[src/hw/rtl/rgb_to_hsl_converter_assert.svh]
// assertion macros for the rgb to hsl converter
`ifndef RGB_TO_HSL_CONVERTER_ASSERT_SVH
`define RGB_TO_HSL_CONVERTER_ASSERT_SVH

// fixed delay between a trigger and an expected event
`define RGBHSL_ASSERT_DELAY(label, clk, rst_n, trig, n, expr) \
    label: assert property (@(posedge clk) disable iff (!rst_n) (trig) |-> ##n (expr)) \
        else $error("rgbhsl: delayed check failed");

// same-cycle implication
`define RGBHSL_ASSERT_IMPLY(label, clk, rst_n, trig, expr) \
    label: assert property (@(posedge clk) disable iff (!rst_n) (trig) |-> (expr)) \
        else $error("rgbhsl: implication check failed");

`endif

[src/hw/rtl/rgbhsl_pkg.sv]
package rgbhsl_pkg;

    localparam int FRAC_BITS = 16;
    localparam int CH_W      = 8;
    localparam int SUM_W     = 9;
    localparam int FIELD_W   = 16;
    localparam int DEN_W     = 11;
    // front end takes two stages, divider one per fraction bit, then the output register
    localparam int LATENCY   = FRAC_BITS + 3;

    typedef enum logic [2:0] {
        SECT_RED   = 3'b001,
        SECT_GREEN = 3'b010,
        SECT_BLUE  = 3'b100
    } sector_t;

    typedef struct packed {
        logic [CH_W-1:0] red;
        logic [CH_W-1:0] green;
        logic [CH_W-1:0] blue;
        logic [CH_W-1:0] alpha;
    } pixel_t;

    typedef struct packed {
        logic [FIELD_W-1:0] hue_frac;
        logic [FIELD_W-1:0] saturation_frac;
        logic [SUM_W-1:0]   lightness_sum;
        logic [CH_W-1:0]    alpha_out;
    } hsl_t;

    // one division job, num below den unless full is set
    typedef struct packed {
        logic [DEN_W-1:0] num;
        logic [DEN_W-1:0] den;
        logic             full;
    } div_in_t;

    typedef struct packed {
        logic [DEN_W-1:0]     rem;
        logic [DEN_W-1:0]     den;
        logic [FRAC_BITS-1:0] quo;
        logic                 full;
    } div_t;

    typedef struct packed {
        div_in_t          hue;
        div_in_t          sat;
        logic [SUM_W-1:0] lightness;
        logic [CH_W-1:0]  alpha;
    } front_t;

    // fit a FRAC_BITS quotient to the output field, keeping the low bits
    function automatic logic [FIELD_W-1:0] fit_field(input logic [FRAC_BITS-1:0] q);
        logic [FRAC_BITS+FIELD_W-1:0] wide;
        wide = {{FIELD_W{1'b0}}, q};
        return wide[FIELD_W-1:0];
    endfunction

endpackage

[src/hw/rtl/rgbhsl_front.sv]
module rgbhsl_front (
    input  logic                clk,
    input  logic                rst_n,
    input  logic                pix_valid,
    input  rgbhsl_pkg::pixel_t  pixel,
    output logic                stage_valid,
    output rgbhsl_pkg::front_t  front
);
    import rgbhsl_pkg::*;

    // stage a: extremes and sector
    logic              a_valid_reg;
    pixel_t            a_pix_reg;
    logic [CH_W-1:0]   a_max_reg;
    logic [CH_W-1:0]   a_min_reg;
    sector_t           a_sect_reg;

    logic [CH_W-1:0]   max_next;
    logic [CH_W-1:0]   min_next;
    sector_t           sect_next;

    always_comb
    begin
        if (pixel.blue >= pixel.red && pixel.blue >= pixel.green)
        begin
            sect_next = SECT_BLUE;
            max_next  = pixel.blue;
        end
        else if (pixel.green >= pixel.red)
        begin
            sect_next = SECT_GREEN;
            max_next  = pixel.green;
        end
        else
        begin
            sect_next = SECT_RED;
            max_next  = pixel.red;
        end
        min_next = pixel.red;
        if (pixel.green < min_next)
            min_next = pixel.green;
        if (pixel.blue < min_next)
            min_next = pixel.blue;
    end

    always_ff @(posedge clk or negedge rst_n)
    begin
        if (!rst_n)
            a_valid_reg <= 1'b0;
        else
            a_valid_reg <= pix_valid;
    end

    always_ff @(posedge clk)
    begin
        a_pix_reg  <= pixel;
        a_max_reg  <= max_next;
        a_min_reg  <= min_next;
        a_sect_reg <= sect_next;
    end

    // stage b: difference, sum and the two division jobs
    logic             b_valid_reg;
    front_t           b_front_reg;
    front_t           front_next;

    logic [DEN_W-1:0] d11;
    logic [DEN_W-1:0] r11;
    logic [DEN_W-1:0] g11;
    logic [DEN_W-1:0] b11;
    logic [SUM_W-1:0] sum9;
    logic [SUM_W-1:0] den9;

    always_comb
    begin
        d11  = {{(DEN_W-CH_W){1'b0}}, a_max_reg - a_min_reg};
        r11  = {{(DEN_W-CH_W){1'b0}}, a_pix_reg.red};
        g11  = {{(DEN_W-CH_W){1'b0}}, a_pix_reg.green};
        b11  = {{(DEN_W-CH_W){1'b0}}, a_pix_reg.blue};
        sum9 = {1'b0, a_max_reg} + {1'b0, a_min_reg};
        den9 = (sum9 > SUM_W'(255)) ? SUM_W'(510) - sum9 : sum9;

        front_next.lightness = sum9;
        front_next.alpha     = a_pix_reg.alpha;

        case (a_sect_reg)
            SECT_BLUE:  front_next.hue.num = (d11 << 2) + r11 - g11;
            SECT_GREEN: front_next.hue.num = (d11 << 1) + b11 - r11;
            SECT_RED:
            begin
                if (g11 < b11)
                    front_next.hue.num = (d11 << 2) + (d11 << 1) - (b11 - g11);
                else
                    front_next.hue.num = g11 - b11;
            end
            default:    front_next.hue.num = '0;
        endcase
        front_next.hue.den  = (d11 << 2) + (d11 << 1);
        front_next.hue.full = 1'b0;

        front_next.sat.num  = d11;
        front_next.sat.den  = {{(DEN_W-SUM_W){1'b0}}, den9};
        front_next.sat.full = (d11 == front_next.sat.den);

        // grey pixel: both fractions come out as zero
        if (d11 == '0)
        begin
            front_next.hue.num  = '0;
            front_next.hue.den  = DEN_W'(1);
            front_next.sat.num  = '0;
            front_next.sat.den  = DEN_W'(1);
            front_next.sat.full = 1'b0;
        end
    end

    always_ff @(posedge clk or negedge rst_n)
    begin
        if (!rst_n)
            b_valid_reg <= 1'b0;
        else
            b_valid_reg <= a_valid_reg;
    end

    always_ff @(posedge clk)
    begin
        b_front_reg <= front_next;
    end

    assign stage_valid = b_valid_reg;
    assign front       = b_front_reg;

endmodule

[src/hw/rtl/rgbhsl_div_step.sv]
module rgbhsl_div_step (
    input  logic               clk,
    input  rgbhsl_pkg::div_t   cur,
    output rgbhsl_pkg::div_t   nxt
);
    import rgbhsl_pkg::*;

    logic [DEN_W:0] shifted;
    logic [DEN_W:0] diff;
    logic           ge;
    div_t           step_next;
    div_t           step_reg;

    always_comb
    begin
        shifted            = {cur.rem, 1'b0};
        diff               = shifted - {1'b0, cur.den};
        ge                 = (shifted >= {1'b0, cur.den});
        step_next.rem      = ge ? diff[DEN_W-1:0] : shifted[DEN_W-1:0];
        step_next.den      = cur.den;
        step_next.quo      = {cur.quo[FRAC_BITS-2:0], ge};
        step_next.full     = cur.full;
    end

    always_ff @(posedge clk)
    begin
        step_reg <= step_next;
    end

    assign nxt = step_reg;

endmodule

[src/hw/rtl/rgbhsl_divider.sv]
module rgbhsl_divider (
    input  logic                              clk,
    input  rgbhsl_pkg::div_in_t               job,
    output logic [rgbhsl_pkg::FIELD_W-1:0]    quotient
);
    import rgbhsl_pkg::*;

    div_t chain [FRAC_BITS+1];

    // a full job yields all ones, so its remainder is parked at zero
    always_comb
    begin
        chain[0].rem  = job.full ? '0 : job.num;
        chain[0].den  = job.den;
        chain[0].quo  = '0;
        chain[0].full = job.full;
    end

    for (genvar i = 0; i < FRAC_BITS; i++)
    begin : g_step
        rgbhsl_div_step u_step (
            .clk (clk),
            .cur (chain[i]),
            .nxt (chain[i+1])
        );
    end

    assign quotient = fit_field(chain[FRAC_BITS].full ? {FRAC_BITS{1'b1}}
                                                      : chain[FRAC_BITS].quo);

endmodule

[src/hw/rtl/rgb_to_hsl_converter.sv]
// rgb to hsl converter, one 8-bit rgba pixel in, its hsl form out
//
// input channel: drive pixel and raise start for one cycle; the word is taken
// at the rising edge where start is high and busy is low. busy is held low,
// so a new pixel can be offered in every cycle.
// output channel: done pulses for one cycle with result valid alongside;
// the receiver must take it then, there is no way to hold results off.
//
// path: from accept to done a pixel passes two front-end stages, one divider
// stage per fraction bit and the output register. throughput: one pixel per
// cycle, the hue and saturation dividers are fully pipelined restoring
// dividers of one bit per stage.
//
// reset: rst_n clears every valid bit at once, so no done pulse appears for
// words that were in flight; the data path itself is not reset.
// results leave in the order the pixels came in.
module rgb_to_hsl_converter (
    input  logic                clk,
    input  logic                rst_n,
    input  logic                start,
    output logic                busy,
    input  rgbhsl_pkg::pixel_t  pixel,
    output logic                done,
    output rgbhsl_pkg::hsl_t    result
);
    import rgbhsl_pkg::*;

`include "rgb_to_hsl_converter_assert.svh"

    // sideband carried alongside the divider stages
    typedef struct packed {
        logic [SUM_W-1:0] lightness;
        logic [CH_W-1:0]  alpha;
    } side_t;

    logic                 front_valid;
    front_t               front;
    logic [FIELD_W-1:0]   hue_q;
    logic [FIELD_W-1:0]   sat_q;

    logic                 vld_reg  [FRAC_BITS];
    side_t                side_reg [FRAC_BITS];

    logic                 done_reg;
    hsl_t                 result_reg;
    hsl_t                 result_next;

    // nothing ever blocks the pipeline
    assign busy = 1'b0;

    // max, min, sector and the division jobs
    rgbhsl_front u_front (
        .clk         (clk),
        .rst_n       (rst_n),
        .pix_valid   (start && !busy),
        .pixel       (pixel),
        .stage_valid (front_valid),
        .front       (front)
    );

    // hue: num / (6 d)
    rgbhsl_divider u_hue_div (
        .clk      (clk),
        .job      (front.hue),
        .quotient (hue_q)
    );

    // saturation: d / s or d / (510 - s)
    rgbhsl_divider u_sat_div (
        .clk      (clk),
        .job      (front.sat),
        .quotient (sat_q)
    );

    // valid bits and sideband follow the divider depth
    always_ff @(posedge clk or negedge rst_n)
    begin
        if (!rst_n)
        begin
            for (int i = 0; i < FRAC_BITS; i++)
                vld_reg[i] <= 1'b0;
        end
        else
        begin
            vld_reg[0] <= front_valid;
            for (int i = 1; i < FRAC_BITS; i++)
                vld_reg[i] <= vld_reg[i-1];
        end
    end

    always_ff @(posedge clk)
    begin
        side_reg[0].lightness <= front.lightness;
        side_reg[0].alpha     <= front.alpha;
        for (int i = 1; i < FRAC_BITS; i++)
            side_reg[i] <= side_reg[i-1];
    end

    // output register: the result word is shown for exactly one cycle
    always_comb
    begin
        result_next.hue_frac        = hue_q;
        result_next.saturation_frac = sat_q;
        result_next.lightness_sum   = side_reg[FRAC_BITS-1].lightness;
        result_next.alpha_out       = side_reg[FRAC_BITS-1].alpha;
    end

    always_ff @(posedge clk or negedge rst_n)
    begin
        if (!rst_n)
            done_reg <= 1'b0;
        else
            done_reg <= vld_reg[FRAC_BITS-1];
    end

    always_ff @(posedge clk)
    begin
        result_reg <= result_next;
    end

    assign done   = done_reg;
    assign result = result_reg;

    // every accepted word comes out after the fixed latency
    `RGBHSL_ASSERT_DELAY(a_latency, clk, rst_n, start && !busy, LATENCY, done)
    // alpha rides along untouched
    `RGBHSL_ASSERT_IMPLY(a_alpha, clk, rst_n, done,
        result.alpha_out == $past(pixel.alpha, LATENCY))
    // a coloured pixel with any hue also has non-zero saturation
    `RGBHSL_ASSERT_IMPLY(a_hue_sat, clk, rst_n, done && result.hue_frac != '0,
        result.saturation_frac != '0)

endmodule

[config.mk]
export PLATFORM = sky130hd
export DESIGN_NAME = rgb_to_hsl_converter
export DESIGN_NICKNAME = d
export VERILOG_FILES = /design/src/hw/rtl/rgbhsl_pkg.sv /design/src/hw/rtl/rgbhsl_front.sv /design/src/hw/rtl/rgbhsl_div_step.sv /design/src/hw/rtl/rgbhsl_divider.sv /design/src/hw/rtl/rgb_to_hsl_converter.sv
export VERILOG_INCLUDE_DIRS = /design/src /design/src/hw/rtl
export SDC_FILE = /design/constraint.sdc
export NUM_CORES = 2
export LEC_CHECK = 0
export ABC_CLOCK_PERIOD_IN_PS = 8700
export BUFFER_PORTS_ARGS = -buffer_cell sky130_fd_sc_hd__buf_2
export CORE_MARGIN = 4
export CORE_UTILIZATION = 45
export CTS_BUF_LIST = sky130_fd_sc_hd__clkbuf_8
export DETAILED_ROUTE_END_ITERATION = 16
export PLACE_DENSITY = 0.62
export SLEW_MARGIN = 20
export SYNTH_ARGS = -nofsm -noshare
export SYNTH_HDL_FRONTEND = slang
export SYNTH_SLANG_ARGS = --single-unit
export TNS_END_PERCENT = 50
[constraint.sdc]
create_clock -name clk -period 8.7 [get_ports clk]
set_clock_uncertainty 0.15 [all_clocks]
set_input_delay 0.87 -clock clk [delete_from_list [all_inputs] [get_ports clk]]
set_output_delay 0.87 -clock clk [all_outputs]
set_load 0.01 [all_outputs]
-- Yosys cells after proc, flatten, opt, wreduce, memory -nomap -nowiden
Memory sizes are Yosys's and may differ from the RTL's. A register that Yosys moved wholly into a read port is not among the register bits.
Index checks and enable logic that the tools add are counted.
- reduce and logical (&&, ||, !) cells: 2
- multiplexer cells: 39
- equal/unequal tests: 4
- magnitude comparators: 39
- add/subtract/negate cells: 41
- operators with widths (cell ; number):
    greater-or-equal comparator 12 x 11 -> 1 bit ; 32
    two-way mux 11 bit ; 32
    subtractor 11 bit ; 31
    one-hot mux 11 bit (3 select lines) ; 1
    two-way mux 8 bit ; 4
    greater-or-equal comparator 8 bit ; 3
    < comparator 8 bit ; 3
    subtractor 11 x 8 -> 11 bit ; 2
    subtractor 8 x 8 -> 9 bit ; 2
    adder 10 x 8 -> 11 bit ; 1
    adder 10 x 9 -> 11 bit ; 1
    adder 9 x 8 -> 10 bit ; 1
    adder 8 x 8 -> 9 bit ; 1
    equality test 8 x 9 -> 1 bit ; 1
    > comparator 9 x 8 -> 1 bit (second input constant) ; 1
    two-way mux 9 bit ; 1
    subtractor 9 bit (first input constant) ; 1
    logical NOT 8 bit ; 1
    subtractor 8 bit ; 1
    equality test 3 x 1 -> 1 bit (second input constant) ; 1
    equality test 3 x 2 -> 1 bit (second input constant) ; 1
    equality test 3 bit (second input constant) ; 1
    two-way mux 2 bit ; 1
    logical AND 1 bit ; 1
- flip-flop bits (word level): 1112
- memories: 1
- output and inout port bits: 51
- logic and storage cells: 301
- input bits: 35
- memory bits (writable): 272
- memories (name ; depth ; bits a word ; rd ports ; clocked after Yosys merged registers in ; wr ports ; RTL line ; RTL):
    side_reg ; 16 ; 17 ; 16 ; 1 ; 16 ; rgb_to_hsl_converter.sv:42 ; side_t side_reg [FRAC_BITS];

-- Longest topological paths before layout
- depth in word-level cells: 5
- gate-level depth with buffers: 23
- gate-level depth less buffers: 22

-- Cells and area by module
A second synthesis with hierarchy kept.
- cells, all modules: 5646
- area, all modules: 63538.4 um2
- modules (own cells, without submodules) (module ; cells an instance ; area each (um2) ; seq. area each (um2) ; times used):
    rgbhsl_div_step (u_hue_div.g_step[0].u_step ...) ; 138 ; 1522.7 ; 780.7 ; 31
    rgbhsl_front ; 830 ; 7572.3 ; 2192.1 ; 1
    rgb_to_hsl_converter ; 340 ; 6862.8 ; 6851.6 ; 1
    rgbhsl_div_step (u_sat_div.g_step[14].u_step) ; 138 ; 1521.5 ; 780.7 ; 1
    rgbhsl_divider ; 30 ; 188.9 ; 0.0 ; 2

-- Least setup slack after synthesis
Ideal clock, no wire load.
- path kind: reg2reg
- start point: register u_front.a_max_reg[0]
- end point: register u_front.b_front_reg, in the netlist u_front.front[60]
- data arrival time: 4.128 ns
- slack: 4.346 ns
- buffers on the path: 1
- cell stages (with the launch flop): 22
- cell sequence: dfxtp_1 > inv_1 > ha_1 > inv_1 > fa_1 > a211oi_1 > nor2_1 > xnor2_1 > inv_1 > clkbuf_1 > ha_1 > o21a_1 > o31a_1 > o21a_1 > nor2_1 > xnor2_1 > ha_1 > o41ai_1 > xnor2_1 > xnor2_1 > nand2_1 > a31oi_1
- cells in the longest elaborated chain, start to end: 5
- elaborated cells between the ends (all ways): 10
- ends and longest elaborated chain (element ; RTL line ; RTL):
    from (decl) ; rgbhsl_front.sv:14 ; logic [CH_W-1:0] a_max_reg;
    from (signal assigned) ; rgbhsl_front.sv:57 ; a_max_reg <= max_next;
    subtractor 8 bit (*) ; rgbhsl_front.sv:76 ; d11 = {{(DEN_W-CH_W){1'b0}}, a_max_reg - a_min_reg};
    adder 10 x 9 -> 11 bit ; rgbhsl_front.sv:92 ; front_next.hue.num = (d11 << 2) + (d11 << 1) - (b11 - g11);
    subtractor 11 bit ; rgbhsl_front.sv:92 ;
    two-way mux 11 bit ; rgbhsl_front.sv:91 ; if (g11 < b11)
    one-hot mux 11 bit (3 select lines) ; rgbhsl_front.sv:86 ; case (a_sect_reg)
    to (signal assigned) ; rgbhsl_front.sv:126 ; b_front_reg <= front_next;
    to (decl) ; rgbhsl_front.sv:64 ; front_t b_front_reg;
Every way passes the cells marked *; elsewhere a longest branch is shown, timed or not.
A chain may end at the register's enable or synchronous reset.

-- Worst setup path after layout
- start point: register u_front.a_min_reg[0]
- end point: register u_front.b_front_reg, in the netlist u_front.front[62]
- cells in the longest elaborated chain, start to end: 5
- elaborated cells between the ends (all ways): 10
- ends and longest elaborated chain (element ; RTL line ; RTL):
    from (decl) ; rgbhsl_front.sv:15 ; logic [CH_W-1:0] a_min_reg;
    from (signal assigned) ; rgbhsl_front.sv:58 ; a_min_reg <= min_next;
    subtractor 8 bit (*) ; rgbhsl_front.sv:76 ;
    adder 10 x 9 -> 11 bit ; rgbhsl_front.sv:92 ;
    subtractor 11 bit ; rgbhsl_front.sv:92 ;
    two-way mux 11 bit ; rgbhsl_front.sv:91 ;
    one-hot mux 11 bit (3 select lines) ; rgbhsl_front.sv:86 ;
Marked as above.

==> results_dict.tcl <==
set metrics [dict create \
    synthFlopType "dfxtp_1" \
    fin_util_pct 52.2 \
    synth-xor-area-share_pct 3.75 \
    yosysSeqAreaShare_pct 54.2 \
    tightest_slew_ns 1.06 \
    cts.sinks 1365 \
    synth_top_family_by_area "adder cells" \
    wire_per_inst_um 13.8 \
    grt_pass1_wl_um 151000 \
    synthAdderAreaFrac_pct 12.2 \
    hpwl_um 66300 \
    cts_hold_buf 34 \
    tns_ns 0 \
    grt_max_degree 23 \
    antenna_found_initial 1 \
    cts_resized 0 \
    grtUsageTotal_pct 15.4 \
    slew_viol_final 0 \
    synth.distinct_cells 82 \
    muxShareOfSynthArea_pct 6.63 \
    clockBufferDepth 3 \
    crit_fanout 11 \
    rows 122 \
    synth_compound_area_share_pct 10.1 \
    place_congestion 0.875 \
    async_flop_share_pct 1.39 \
    clk-insertion-delay-late_ns 0.86 \
    dieHeight_um 343 \
    vias_per_cell 4.82 \
    areaGrowthSynthToFinish_pct 14.7 \
    drc 0 \
    critical_path_arrival_ns 6.06 \
    io_buffers 84 \
    initial_utilization_pct 45.5 \
    ios 86 \
    min-delay-path-class "reg2reg" \
    nets 5402 \
    rsz0062_at_grt "no" \
    fmax_ghz 0.184 \
    via_count 31620 \
    yosys_warnings 0 \
    maxCapViolations 0 \
    drt-pass1-iter-count 5 \
    synth_edf_count 0 \
    htree_levels 4 \
    slew_headroom_pct 29.4 \
    core_sq_mm 0.111 \
    status "completed" \
    synth_seq_cells 1365 \
    layout_common_cells "dfxtp_1 (1346), inv_1 (583), ha_1 (423), clkbuf_8 (261), mux2_2 (240)" \
    post-place-ws_ns 3.30 \
    synth_area_sq_mm 0.0506 \
    worstSetupEndpointType "register" \
    worstPathRequired_ns 9.32 \
    fin_crit_ns 5.43 \
    wirelength_um 90400 \
    cp-start-kind "register" \
    hold_viol 0 \
    first_global_vias 32442 \
    drive_gt1_share_pct 14.0 \
    hold_ws_ns 0.163 \
    setup_violations 0 \
    die_w_um 343 \
    synthCells 4593 \
    ant_nets 0 \
    numCtsBuffers 211 \
    dieArea_sq_mm 0.118 \
    initialDrtViolationCount 1233 \
    synthSimpleGateAreaFrac_pct 8.80 \
    grt-ovfl-total 0 \
    final_common_cell "dfxtp_1" \
    largest_register_ffs 466 \
    post-route-period-util_pct 62.4 \
    criticalPathCategory "reg2reg" \
    syn_area_per_cell_sq_um 11.0 \
    setup_ws_ns 3.27 \
    clk_pin_slew_ns 0.06 \
    post_cts_buffers 0 \
    cts-root-buf "clkbuf_8" \
    fillers 9982 \
    synth_nets 5094 \
    cts_tree "done" \
]
## cells in the mapped netlist, drive strengths merged (12+ instances only)
cell type     n  area, sq um
xnor2       125         1090
a31oi        34          213
mux2        240         2700
inv         532         2000
dfrtp        19          475
nand4        41          257
xor2         89          780
and2         40          250
nor4         44          282
a211oi       23          173
o21ai       185          926
nor2        222          833
o311ai       19          166
a21boi       53          398
a21oi       170          855
o21a         30          225
nand2b       41          264
clkbuf       33          124
a2bb2oi      14          123
nand3        56          280
ha          423         5290
or2          26          163
nor3         83          415
mux2i        65          651
nand2       178          668
nor2b        89          557
o211ai       34          255
and3         17          106
dfxtp      1346        26900
o22ai        12         75.1
fa           43          861
a21o        113          848
a211o        13          114
or3          15         93.8
## critical path, cell delays in order (launching register included)
cell,delay (ns)
dfxtp_1,0.34
ha_1,0.17
inv_1,0.05
fa_1,0.43
a211oi_1,0.42
nor2_1,0.12
xnor2_1,0.61
inv_1,0.41
ha_1,0.48
o21a_1,0.15
o31a_1,0.18
a21oi_1,0.06
ha_1,0.31
o21ai_0,0.13
a21oi_1,0.10
o41ai_1,0.64
nand3_1,0.14
o311ai_0,0.13
o311ai_0,0.21
o31ai_1,0.11
## per-stage QoR
| stage | cell area [sq um] | cells |
|---|---|---|
| after floorplan | 50600 | 4593 |
| after global placement | 52700 | 6133 |
| after detailed placement | 52700 | 6134 |
| after CTS | 57900 | 6554 |
| after global routing | 58000 | 6563 |
| final | 58000 | 6563 |
## cells by family (layout without fill, tap and decap cells)
| group | Yosys count | in the layout |
|---|---|---|
| buffers and inverters | 575 | 1056 |
| other | 1 | 2 |
| muxes | 305 | 305 |
| DFF | 1365 | 1365 |
| AOI/OAI and AO/OA | 778 | 778 |
| xor gates and xnor gates | 215 | 215 |
| adders and majority gates | 468 | 468 |
| and+or+nand+nor | 886 | 886 |
## layer usage
layer | part of all wire (%) | track usage [%]
met1 | 43 | 17.5
met2 | 49 | 27.6
met3 | 3.7 | 3.55
met4 | 3.7 | 6.99
met5 | 0 | 0
## cell type report
cell class	count	area, sq um	area share [%]
repair buffers	135	888	1.53
inverters	535	2010	3.46
multi-input cells	2653	21000	36.1
clock inverters	125	1260	2.17
well taps	1488	1860	3.21
diodes	1	2.50	0.00431
clock buffers	261	3590	6.19
flip-flops and latches	1365	27400	47.3
## final timing paths
kind | cells past startpoint | startpoint | to | slack, ns
max | 19 | u_front.a_min_reg[0] | u_front.front[62] | 3.27
min | 0 | side_reg[7][10] | side_reg[8][10] | 0.16
max reg2reg | 19 | u_front.a_min_reg[0] | u_front.front[62] | 3.27
min reg2reg | 0 | side_reg[7][10] | side_reg[8][10] | 0.16
max in group asynchronous | 2 | rst_n | vld_reg[7] | 7.77
min in group asynchronous | 2 | rst_n | vld_reg[6] | 0.34
Power is left out: the tool's default activity adds up to more than one toggle a clock period on the data nets, which glitch-free logic cannot reach.
